[src/design/ssp_pkg.sv]
// shared types and constants for the servo sweep / position controller
// no dependencies; imported by every module of the block
package ssp_pkg;

  // register indexes of the configuration port
  localparam logic [2:0] REG_MODE_SELECT      = 3'd0;
  localparam logic [2:0] REG_ZERO_OFFSET      = 3'd1;
  localparam logic [2:0] REG_UPPER_ENDPOINT   = 3'd2;
  localparam logic [2:0] REG_LOWER_ENDPOINT   = 3'd3;
  localparam logic [2:0] REG_SETTLE_TOLERANCE = 3'd4;
  localparam logic [2:0] REG_ARRIVE_TOLERANCE = 3'd5;

  localparam int CFG_INDEX_W = 3;
  localparam int CFG_DATA_W  = 16;

  // mode codes
  localparam logic MODE_POSITION = 1'b0;
  localparam logic MODE_SWEEP    = 1'b1;

  // angle full scale in sixteenth ticks and top goal in ticks
  localparam logic signed [17:0] FULL_SCALE = 18'sd16384;
  localparam logic [10:0]        GOAL_MAX   = 11'd1024;

  typedef struct packed {
    logic               mode_select;
    logic signed [15:0] zero_offset;
    logic signed [15:0] upper_endpoint;
    logic signed [15:0] lower_endpoint;
    logic [9:0]         settle_tolerance;
    logic [11:0]        arrive_tolerance;
  } cfg_t;

  typedef struct packed {
    logic [9:0]         present_position;
    logic               command_valid;
    logic signed [15:0] command_angle;
  } in_item_t;

  typedef struct packed {
    logic signed [15:0] servo_angle;
    logic               goal_valid;
    logic [10:0]        goal_position;
    logic               last_result;
  } out_item_t;

  // results of one transaction: first result, optional second one
  typedef struct packed {
    out_item_t r0;
    out_item_t r1;
    logic      two;
  } step_res_t;

endpackage

[src/design/ssp_cfg_regs.sv]
// configuration register file of the servo sweep / position controller
// depends on ssp_pkg for register indexes and the cfg_t struct
module ssp_cfg_regs
  import ssp_pkg::*;
(
  input  logic                   clk,
  input  logic                   rst,
  input  logic                   cfg_write,
  input  logic [CFG_INDEX_W-1:0] cfg_index,
  input  logic [CFG_DATA_W-1:0]  cfg_data,
  output cfg_t                   cfg
);

  always_ff @(posedge clk) begin
    if (rst) begin
      cfg.mode_select      <= MODE_POSITION;
      cfg.zero_offset      <= 16'sd0;
      cfg.upper_endpoint   <= 16'sd8192;
      cfg.lower_endpoint   <= 16'sd4096;
      cfg.settle_tolerance <= 10'd11;
      cfg.arrive_tolerance <= 12'd218;
    end else if (cfg_write) begin
      unique case (cfg_index)
        REG_MODE_SELECT:      cfg.mode_select      <= cfg_data[0];
        REG_ZERO_OFFSET:      cfg.zero_offset      <= $signed(cfg_data);
        REG_UPPER_ENDPOINT:   cfg.upper_endpoint   <= $signed(cfg_data);
        REG_LOWER_ENDPOINT:   cfg.lower_endpoint   <= $signed(cfg_data);
        REG_SETTLE_TOLERANCE: cfg.settle_tolerance <= cfg_data[9:0];
        REG_ARRIVE_TOLERANCE: cfg.arrive_tolerance <= cfg_data[11:0];
        default: ; // unused indexes are ignored
      endcase
    end
  end

endmodule

[src/design/ssp_step.sv]
// per-transaction datapath: present angle, settle/arrive checks, target update, goals
// depends on ssp_pkg; holds the target and previous angle state registers
module ssp_step
  import ssp_pkg::*;
(
  input  logic      clk,
  input  logic      rst,
  input  logic      advance,
  input  in_item_t  item,
  input  cfg_t      cfg,
  output step_res_t res
);

  logic signed [16:0] aim_angle, aim_angle_next;
  logic signed [16:0] previous_angle, previous_angle_next;

  function automatic logic [17:0] absdiff(input logic signed [16:0] a,
                                          input logic signed [16:0] b);
    logic signed [17:0] d;
    d = $signed({a[16], a}) - $signed({b[16], b});
    return d[17] ? 18'(-d) : 18'(d);
  endfunction

  // goal ticks from a target angle: offset, clamp, drop the fraction
  function automatic logic [10:0] goal_of(input logic signed [16:0] t,
                                          input logic signed [15:0] off);
    logic signed [17:0] s;
    s = $signed({t[16], t}) + $signed({{2{off[15]}}, off});
    if (s[17]) return 11'd0;
    else if (s > FULL_SCALE) return GOAL_MAX;
    else return s[14:4];
  endfunction

  function automatic logic signed [15:0] sat16(input logic signed [16:0] a);
    if (a > 17'sd32767) return 16'sh7fff;
    else if (a < -17'sd32768) return 16'sh8000;
    else return a[15:0];
  endfunction

  logic signed [16:0] present, upper_ext, lower_ext, cmd_ext;
  logic               settled, near_up, near_lo, tgt_is_up, tgt_is_lo;
  logic               up_hit, lo_hit, fix;
  logic [10:0]        goal_up, goal_lo, goal_cmd;
  logic signed [15:0] angle_out;

  assign present   = $signed({3'b000, item.present_position, 4'b0000})
                   - $signed({cfg.zero_offset[15], cfg.zero_offset});
  assign upper_ext = {cfg.upper_endpoint[15], cfg.upper_endpoint};
  assign lower_ext = {cfg.lower_endpoint[15], cfg.lower_endpoint};
  assign cmd_ext   = {item.command_angle[15], item.command_angle};

  assign settled   = absdiff(previous_angle, present) < {8'd0, cfg.settle_tolerance};
  assign near_up   = absdiff(present, upper_ext) < {6'd0, cfg.arrive_tolerance};
  assign near_lo   = absdiff(present, lower_ext) < {6'd0, cfg.arrive_tolerance};
  assign tgt_is_up = aim_angle == upper_ext;
  assign tgt_is_lo = aim_angle == lower_ext;

  // upper reached flips to lower; that new target can then flip straight back
  assign up_hit = settled && near_up && tgt_is_up;
  assign lo_hit = settled && near_lo && (up_hit || tgt_is_lo);
  assign fix    = !up_hit && !lo_hit && !tgt_is_up && !tgt_is_lo;

  // the three goals run side by side
  assign goal_up   = goal_of(upper_ext, cfg.zero_offset);
  assign goal_lo   = goal_of(lower_ext, cfg.zero_offset);
  assign goal_cmd  = goal_of(cmd_ext, cfg.zero_offset);
  assign angle_out = sat16(present);

  always_comb begin
    res                  = '0;
    res.r0.servo_angle   = angle_out;
    res.r1.servo_angle   = angle_out;
    res.r1.goal_valid    = 1'b1;
    res.r1.goal_position = goal_up;
    res.r1.last_result   = 1'b1;
    aim_angle_next       = aim_angle;
    previous_angle_next  = previous_angle;
    if (cfg.mode_select == MODE_POSITION) begin
      if (item.command_valid) begin
        aim_angle_next       = cmd_ext;
        previous_angle_next  = present;
        res.r0.goal_valid    = 1'b1;
        res.r0.goal_position = goal_cmd;
      end
    end else begin
      previous_angle_next = present;
      priority if (up_hit) begin
        aim_angle_next       = lo_hit ? upper_ext : lower_ext;
        res.r0.goal_valid    = 1'b1;
        res.r0.goal_position = goal_lo;
        res.two              = lo_hit;
      end else if (lo_hit || fix) begin
        aim_angle_next       = upper_ext;
        res.r0.goal_valid    = 1'b1;
        res.r0.goal_position = goal_up;
      end else begin
        // target stays, no goal write this transaction
      end
    end
    res.r0.last_result = !res.two;
  end

  always_ff @(posedge clk) begin
    if (rst) begin
      aim_angle      <= '0;
      previous_angle <= '0;
    end else if (advance) begin
      aim_angle      <= aim_angle_next;
      previous_angle <= previous_angle_next;
    end
  end

endmodule

[src/design/ssp_result_buf.sv]
// result register holding up to two results of one transaction
// depends on ssp_pkg; hands them out in order on the output channel
module ssp_result_buf
  import ssp_pkg::*;
(
  input  logic      clk,
  input  logic      rst,
  input  logic      load,
  input  step_res_t res_in,
  output logic      can_load,
  output logic      out_valid,
  input  logic      out_ready,
  output out_item_t out_data
);

  step_res_t held;
  logic      full;
  logic      idx;
  logic      pop, pop_last;

  assign pop      = full && out_ready;
  assign pop_last = pop && (idx || !held.two);
  assign can_load = !full || pop_last;
  assign out_valid = full;
  assign out_data  = idx ? held.r1 : held.r0;

  always_ff @(posedge clk) begin
    if (rst) begin
      full <= 1'b0;
      idx  <= 1'b0;
    end else if (load) begin
      full <= 1'b1;
      idx  <= 1'b0;
    end else if (pop_last) begin
      full <= 1'b0;
      idx  <= 1'b0;
    end else if (pop) begin
      idx <= 1'b1;
    end
  end

  always_ff @(posedge clk) begin
    if (load) held <= res_in;
  end

endmodule

[src/design/servo_sweep_position_controller_top.sv]
// top level of the servo sweep / position controller
// depends on ssp_pkg, ssp_cfg_regs, ssp_step and ssp_result_buf
//
// usage
// - input channel in_valid/in_ready/in_data: one transaction per servo poll,
//   carrying the present position and an optional commanded angle
// - output channel out_valid/out_ready/out_data: one or two results per input
//   transaction; last_result marks the final one of each
// - configuration: cfg_write with cfg_index/cfg_data writes one register at
//   the clock edge; the user must write only while the block is idle, which
//   the block itself does not enforce
// - flow: an accepted transaction sits in the input register; its results are
//   loaded into the result register once it can take them and offered there
// - throughput: the result register drains one result per cycle while
//   out_ready is high and sets the rate; a new transaction is loaded as the
//   last result of the previous one leaves
// - reset (rst, synchronous): empties both registers, clears target and
//   previous angle and loads the register defaults
// - receiver stall: results stay in the result register, one more
//   transaction waits in the input register, then in_ready drops
module servo_sweep_position_controller_top
  import ssp_pkg::*;
(
  input  logic                   clk,
  input  logic                   rst,
  input  logic                   in_valid,
  output logic                   in_ready,
  input  in_item_t               in_data,
  output logic                   out_valid,
  input  logic                   out_ready,
  output out_item_t              out_data,
  input  logic                   cfg_write,
  input  logic [CFG_INDEX_W-1:0] cfg_index,
  input  logic [CFG_DATA_W-1:0]  cfg_data
);

  cfg_t      cfg;
  in_item_t  in_q;
  logic      in_full;
  logic      can_load;
  logic      move;
  step_res_t res;

  ssp_cfg_regs u_cfg (
    .clk       (clk),
    .rst       (rst),
    .cfg_write (cfg_write),
    .cfg_index (cfg_index),
    .cfg_data  (cfg_data),
    .cfg       (cfg)
  );

  // the held transaction moves on when the result register can take it
  assign move     = in_full && can_load;
  assign in_ready = !in_full || move;

  always_ff @(posedge clk) begin
    if (rst) begin
      in_full <= 1'b0;
    end else if (in_valid && in_ready) begin
      in_full <= 1'b1;
    end else if (move) begin
      in_full <= 1'b0;
    end
  end

  always_ff @(posedge clk) begin
    if (in_valid && in_ready) in_q <= in_data;
  end

  // state advances exactly once per transaction, when its results are stored
  ssp_step u_step (
    .clk     (clk),
    .rst     (rst),
    .advance (move),
    .item    (in_q),
    .cfg     (cfg),
    .res     (res)
  );

  ssp_result_buf u_rbuf (
    .clk       (clk),
    .rst       (rst),
    .load      (move),
    .res_in    (res),
    .can_load  (can_load),
    .out_valid (out_valid),
    .out_ready (out_ready),
    .out_data  (out_data)
  );

  // a first result that is not last is followed by the final one
  a_second_follows: assert property (@(posedge clk) disable iff (rst)
    out_valid && out_ready && !out_data.last_result |=> out_valid && out_data.last_result)
    else $error("second result of a transaction missing");

  // the input side only stalls behind waiting results
  a_stall_reason: assert property (@(posedge clk) disable iff (rst)
    !in_ready |-> in_full && out_valid)
    else $error("input stalled with no result waiting");

  // a transaction handed to the result register shows up on the output
  a_move_shows: assert property (@(posedge clk) disable iff (rst)
    move |=> out_valid)
    else $error("stored results not presented");

endmodule
[config.mk]
export PLATFORM = sky130hd
export DESIGN_NAME = servo_sweep_position_controller_top
export DESIGN_NICKNAME = d
export VERILOG_FILES = /design/src/design/ssp_pkg.sv /design/src/design/ssp_cfg_regs.sv /design/src/design/ssp_step.sv /design/src/design/ssp_result_buf.sv /design/src/design/servo_sweep_position_controller_top.sv
export SDC_FILE = /design/constraint.sdc
export NUM_CORES = 1
export LEC_CHECK = 0
export BUFFER_PORTS_ARGS = -buffer_cell sky130_fd_sc_hd__buf_2
export CORE_MARGIN = 2
export CORE_UTILIZATION = 45
export CTS_BUF_LIST = sky130_fd_sc_hd__clkbuf_2 sky130_fd_sc_hd__clkbuf_4 sky130_fd_sc_hd__clkbuf_8
export DETAILED_ROUTE_END_ITERATION = 7
export REMOVE_ABC_BUFFERS = 1
export SYNTH_ARGS = -nofsm -noshare
export SYNTH_HDL_FRONTEND = slang
export SYNTH_HIERARCHICAL = 1
export SYNTH_SLANG_ARGS = --single-unit
[constraint.sdc]
create_clock -name clk -period 10.5 [get_ports clk]
set_input_delay 1.05 -clock clk [delete_from_list [all_inputs] [get_ports clk]]
set_output_delay 1.05 -clock clk [all_outputs]
set_load 0.01 [all_outputs]
==> key figures <==
Critical path
  • Reg2reg end: u_rbuf/held[39]$_DFFE_PP_
  • CP Capture Type: flop
  • Worst Path Max Fanout: 15
  • Cells on worst reg2reg path: 32
  • Critical Path Max Stage Delay: 780 ps
  • Setup Crit Path Kind: flop to flop
  • Startpoint types: flop
  • CP arrival: 9750 ps
  • Most used cell, CP: ha_1
  • Reg2Reg Launch Point: u_cfg/cfg[59]$_SDFFE_PP0P_
  • CP Launch Point: u_cfg/cfg[59]$_SDFFE_PP0P_
  • CP top delay family: compound AO/OA/AOI/OAI gates
  • CP bufs+invs: 2
  • Worst Setup EP: u_rbuf/held[39]$_DFFE_PP_
  • Critical path's slowest cell: nor3b_2
  • CP required: 10,890 ps
  • WP depth: 32
  • R2R setup slack: 1150 ps

Placement
  • HPWL after DPL: 42,800 µm
  • Placer Congestion: 0.936
  • Post-DP Area: 17,500 µm²
  • Port Buffer Count: 81
  • Setup WS pre-CTS: between 1500 and 2000 ps
  • Dpl cells: roughly 2,400

Clock network
  • Post_cts resized: 0
  • Clk_lat worst skew: approximately 530 ps
  • # clock sinks: 193
  • Clock slew at reported path FFs: around 120 ps
  • Post-CTS Setup Repair Bufs: 0
  • H-tree lvl count: 4
  • Cts hold-fix bufs: 0
  • CTS buffer count: 17
  • CTS root buf: clkbuf_8
  • CTS tree: done
  • CTS Buffer Depth: 2

STA
  • RSZ-0062 raised after global routing: no
  • Worst-margin pin slew: 1210 ps
  • Final worst setup slack: 1150 ps
  • Final worst-path cycle share: roughly nine tenths
  • Slew HR: 19.0%
  • Hold_ws: 474 ps
  • Slew Limit Fails: 0
  • FMAX: between 100 and 150 MHz
  • Fin Setup TNS: 0 ps
  • Worst Skew: 29.3 ps
  • Setup violations, final: 0
  • Tmin final: 9350 ps
  • Fin. Hold Viols: 0

Worst hold path
  • HP Class: flop to flop

Layout
  • # diodes: 0
  • Fill cell count: 3,607
  • Seq. cell area: 4720 µm²
  • Fin cells: between 2,000 and 2,500
  • Nets: around 2,100
  • Area taken by multi-input logic gates: 11,100 µm²
  • Post-layout instance area: approximately 18,000 µm²
  • Layout cell share with drive strength beyond 1: 11.1%
  • Layout area overhead: 6.24%

Logic synthesis
  • Mapped cell area: 16,800 µm²
  • Yosys top cell by area: edfxtp_1
  • Adder-cell share of the synthesized area: between 10% and 20%
  • Prevailing post-synth register cell: dfxtp_1
  • Mux contribution to synthesized area: 6.78%
  • Syn Inst Count: 1,915
  • Post-synth top area share: 15.4%
  • Sequential area share after synthesis: 28.1%
  • Async SR Flop Fraction: 0%
  • Cells taking the most area after synthesis: edfxtp_1 15%, dfxtp_1 13%, ha_1 9.9%, mux2i_1 4.7%, nand2b_1 3.7%
  • Distinct cells, synth: 113
  • Combinational family with the most area after synthesis: simple AND/OR/NAND/NOR gates
  • Post-Synth Simple-Gate Area: 20.8%
  • Post-synthesis xor/xnor area fraction: under 10%
  • YS warnings: 6
  • #FFs+latches synth: 193
  • Synth Area in Compound Gates: between 20% and 30%
  • Avg Cell Area, Syn: 8.78 µm²
  • Number of synthesized flops with an enable pin: 86

Routing
  • Via-per-instance ratio: 6.04
  • Remaining DRCs: 0
  • Total Wirelength: around 54,000 µm
  • Routed vias: between 10,000 and 15,000
  • Antenna-violating nets left: 0
  • Wirelength per Cell: 22.4 µm
  • First-pass DRT Iterations: 5
  • DRT iter0 DRCs: between 1,000 and 1,500

Power
  • Pleak: approximately 7.3 nW
  • Worst IR Drop VDD: 0.0830 mV
  • Power per cell area: 132 nW/µm²

Global route
  • Vias in the first global route: 13,800
  • First-pass GRT wire length: 82,400 µm
  • Global route total overflow: 0
  • Initial antenna violation count: 0
  • Largest net degree at the start of global routing: 64
  • Total GRT Usage: roughly 28%

Floorplan
  • Io pins: 82
  • Initial Util: 45.8%
  • Die area: 38,900 µm²
  • Core area: 36,700 µm²
  • Die H: 197 µm
  • Die X: around 200 µm
  • Rows: 70

Job
  • Max-cap violations: 0

Run status
  • Status: finished, final reports clean
placed cells by master, fill, tap and decap left out, types with 15 or more instances in the layout:
| cell type | netlist | final |
|---|---|---|
| a211oi_1 | 15 | 15 |
| a21o_1 | 18 | 18 |
| a21oi_1 | 96 | 96 |
| and2_1 | 22 | 22 |
| buf_2 | 11 | 80 |
| buf_4 | 22 | 19 |
| clkbuf_8 | 0 | 17 |
| dfxtp_1 | 107 | 107 |
| edfxtp_1 | 86 | 86 |
| ha_1 | 133 | 133 |
| inv_1 | 124 | 124 |
| mux2_2 | 30 | 30 |
| mux2i_1 | 79 | 79 |
| nand2_1 | 107 | 107 |
| nand2b_1 | 99 | 99 |
| nand3_1 | 25 | 25 |
| nand4_1 | 15 | 15 |
| nor2_1 | 158 | 158 |
| nor2b_1 | 42 | 42 |
| nor3_1 | 35 | 35 |
| nor4_1 | 19 | 19 |
| o211ai_1 | 22 | 22 |
| o21a_1 | 38 | 38 |
| o21ai_0 | 110 | 110 |
| o22ai_1 | 15 | 15 |
| o31ai_1 | 30 | 30 |
| xnor2_1 | 63 | 63 |
| xor2_1 | 67 | 67 |
Yosys cell counts (all sizes together), types with 8 or more instances:
| cell type | number |
|---|---|
| nor2b | 42 |
| a31oi | 16 |
| a221o | 12 |
| and3 | 11 |
| nand4 | 18 |
| nand2 | 107 |
| or3 | 16 |
| o211ai | 25 |
| xor2 | 67 |
| nand3 | 25 |
| nor3 | 36 |
| o22ai | 15 |
| o31ai | 30 |
| and2 | 24 |
| o21a | 38 |
| or4 | 14 |
| nand3b | 9 |
| nand2b | 100 |
| a221oi | 8 |
| edfxtp | 86 |
| nor2 | 161 |
| o21ai | 122 |
| nor3b | 8 |
| dfxtp | 107 |
| a211oi | 18 |
| inv | 126 |
| a21oi | 98 |
| clkbuf | 40 |
| xnor2 | 65 |
| ha | 133 |
| nor4 | 23 |
| a21boi | 15 |
| a21o | 18 |
| mux2i | 79 |
| buf | 44 |
| mux2 | 31 |
sequential cells by signal, summed over array words and instances, names as in the netlist:
signal and count:
in_full 1, u_step/aim_angle 16, in_q 27, u_rbuf/out_valid 1, u_rbuf/held 59, u_rbuf/idx 1, u_cfg/cfg 71, u_step/previous_angle 17
cells by family (layout without fill, tap and decap cells):
kind of cell / count (synthesis) / count (layout)
mux: 110 / 110
flops: 193 / 193
buf+inv: 210 / 257
other cells: 1 / 2
fa+ha+maj: 145 / 145
simple gates: 626 / 626
xor+xnor: 136 / 136
compound gates: 494 / 494
worst register-to-register path: cells and delay by family, from the launching register on:
| family | cells | cell delay, ps |
|---|---|---|
| DFF | 1 | 450 |
| adders and majority gates | 3 | 1280 |
| xor gates and xnor gates | 2 | 620 |
| and+or+nand+nor | 8 | 2040 |
| buffers and inverters | 2 | 260 |
| AOI/OAI and AO/OA | 17 | 4570 |
how the worst min path moves through the flow:
stage	to	cells past startpoint	startpoint	slack, ps
3_3_place_gp	u_step/previous_angle[0]$_SDFFE_PP0P_	2	u_step/previous_angle[0]$_SDFFE_PP0P_	450
6_report	u_step/previous_angle[16]$_SDFFE_PP0P_	2	u_step/previous_angle[16]$_SDFFE_PP0P_	470
3_5_place_dp	u_step/previous_angle[16]$_SDFFE_PP0P_	2	u_step/previous_angle[16]$_SDFFE_PP0P_	460
2_1_floorplan	u_step/previous_angle[0]$_SDFFE_PP0P_	2	u_step/previous_angle[0]$_SDFFE_PP0P_	430
4_1_cts	u_step/previous_angle[16]$_SDFFE_PP0P_	2	u_step/previous_angle[16]$_SDFFE_PP0P_	470
5_1_grt	u_step/previous_angle[2]$_SDFFE_PP0P_	2	u_step/previous_angle[2]$_SDFFE_PP0P_	500
metrics by stage:
step	total power, W	util (%)
after floorplan	0.00156	-
after global placement	0.00182	47.6
after detailed placement	0.00183	47.6
after CTS	0.00235	48.7
after global routing	0.00249	48.7
final	0.00235	48.7
power breakdown:
part	switching (W)	internal [W]
clock	0.000316	0.000199
combinational	0.000599	0.000383
sequential	0.0000258	0.000825
total	0.000941	0.00141
metal layers:
metal | wire [µm] | global-route usage [%] | part of all wire [%]
met4 | 1430 | 8.66 | 2.6
met2 | 24600 | 45.0 | 45
met5 | 0 | 0 | 0
met3 | 3180 | 4.06 | 5.8
met1 | 25300 | 39.0 | 46
layout make-up:
class	count	share of cell area, %
Sequential cell	193	26.5
Inverter	126	2.65
Tap cell	468	3.28
Timing Repair Buffer	99	3.04
Multi-Input combinational cell	1513	62.4
Clock inverter	14	0.855
Clock buffer	18	1.35
(Power assumes the default switching activity.)
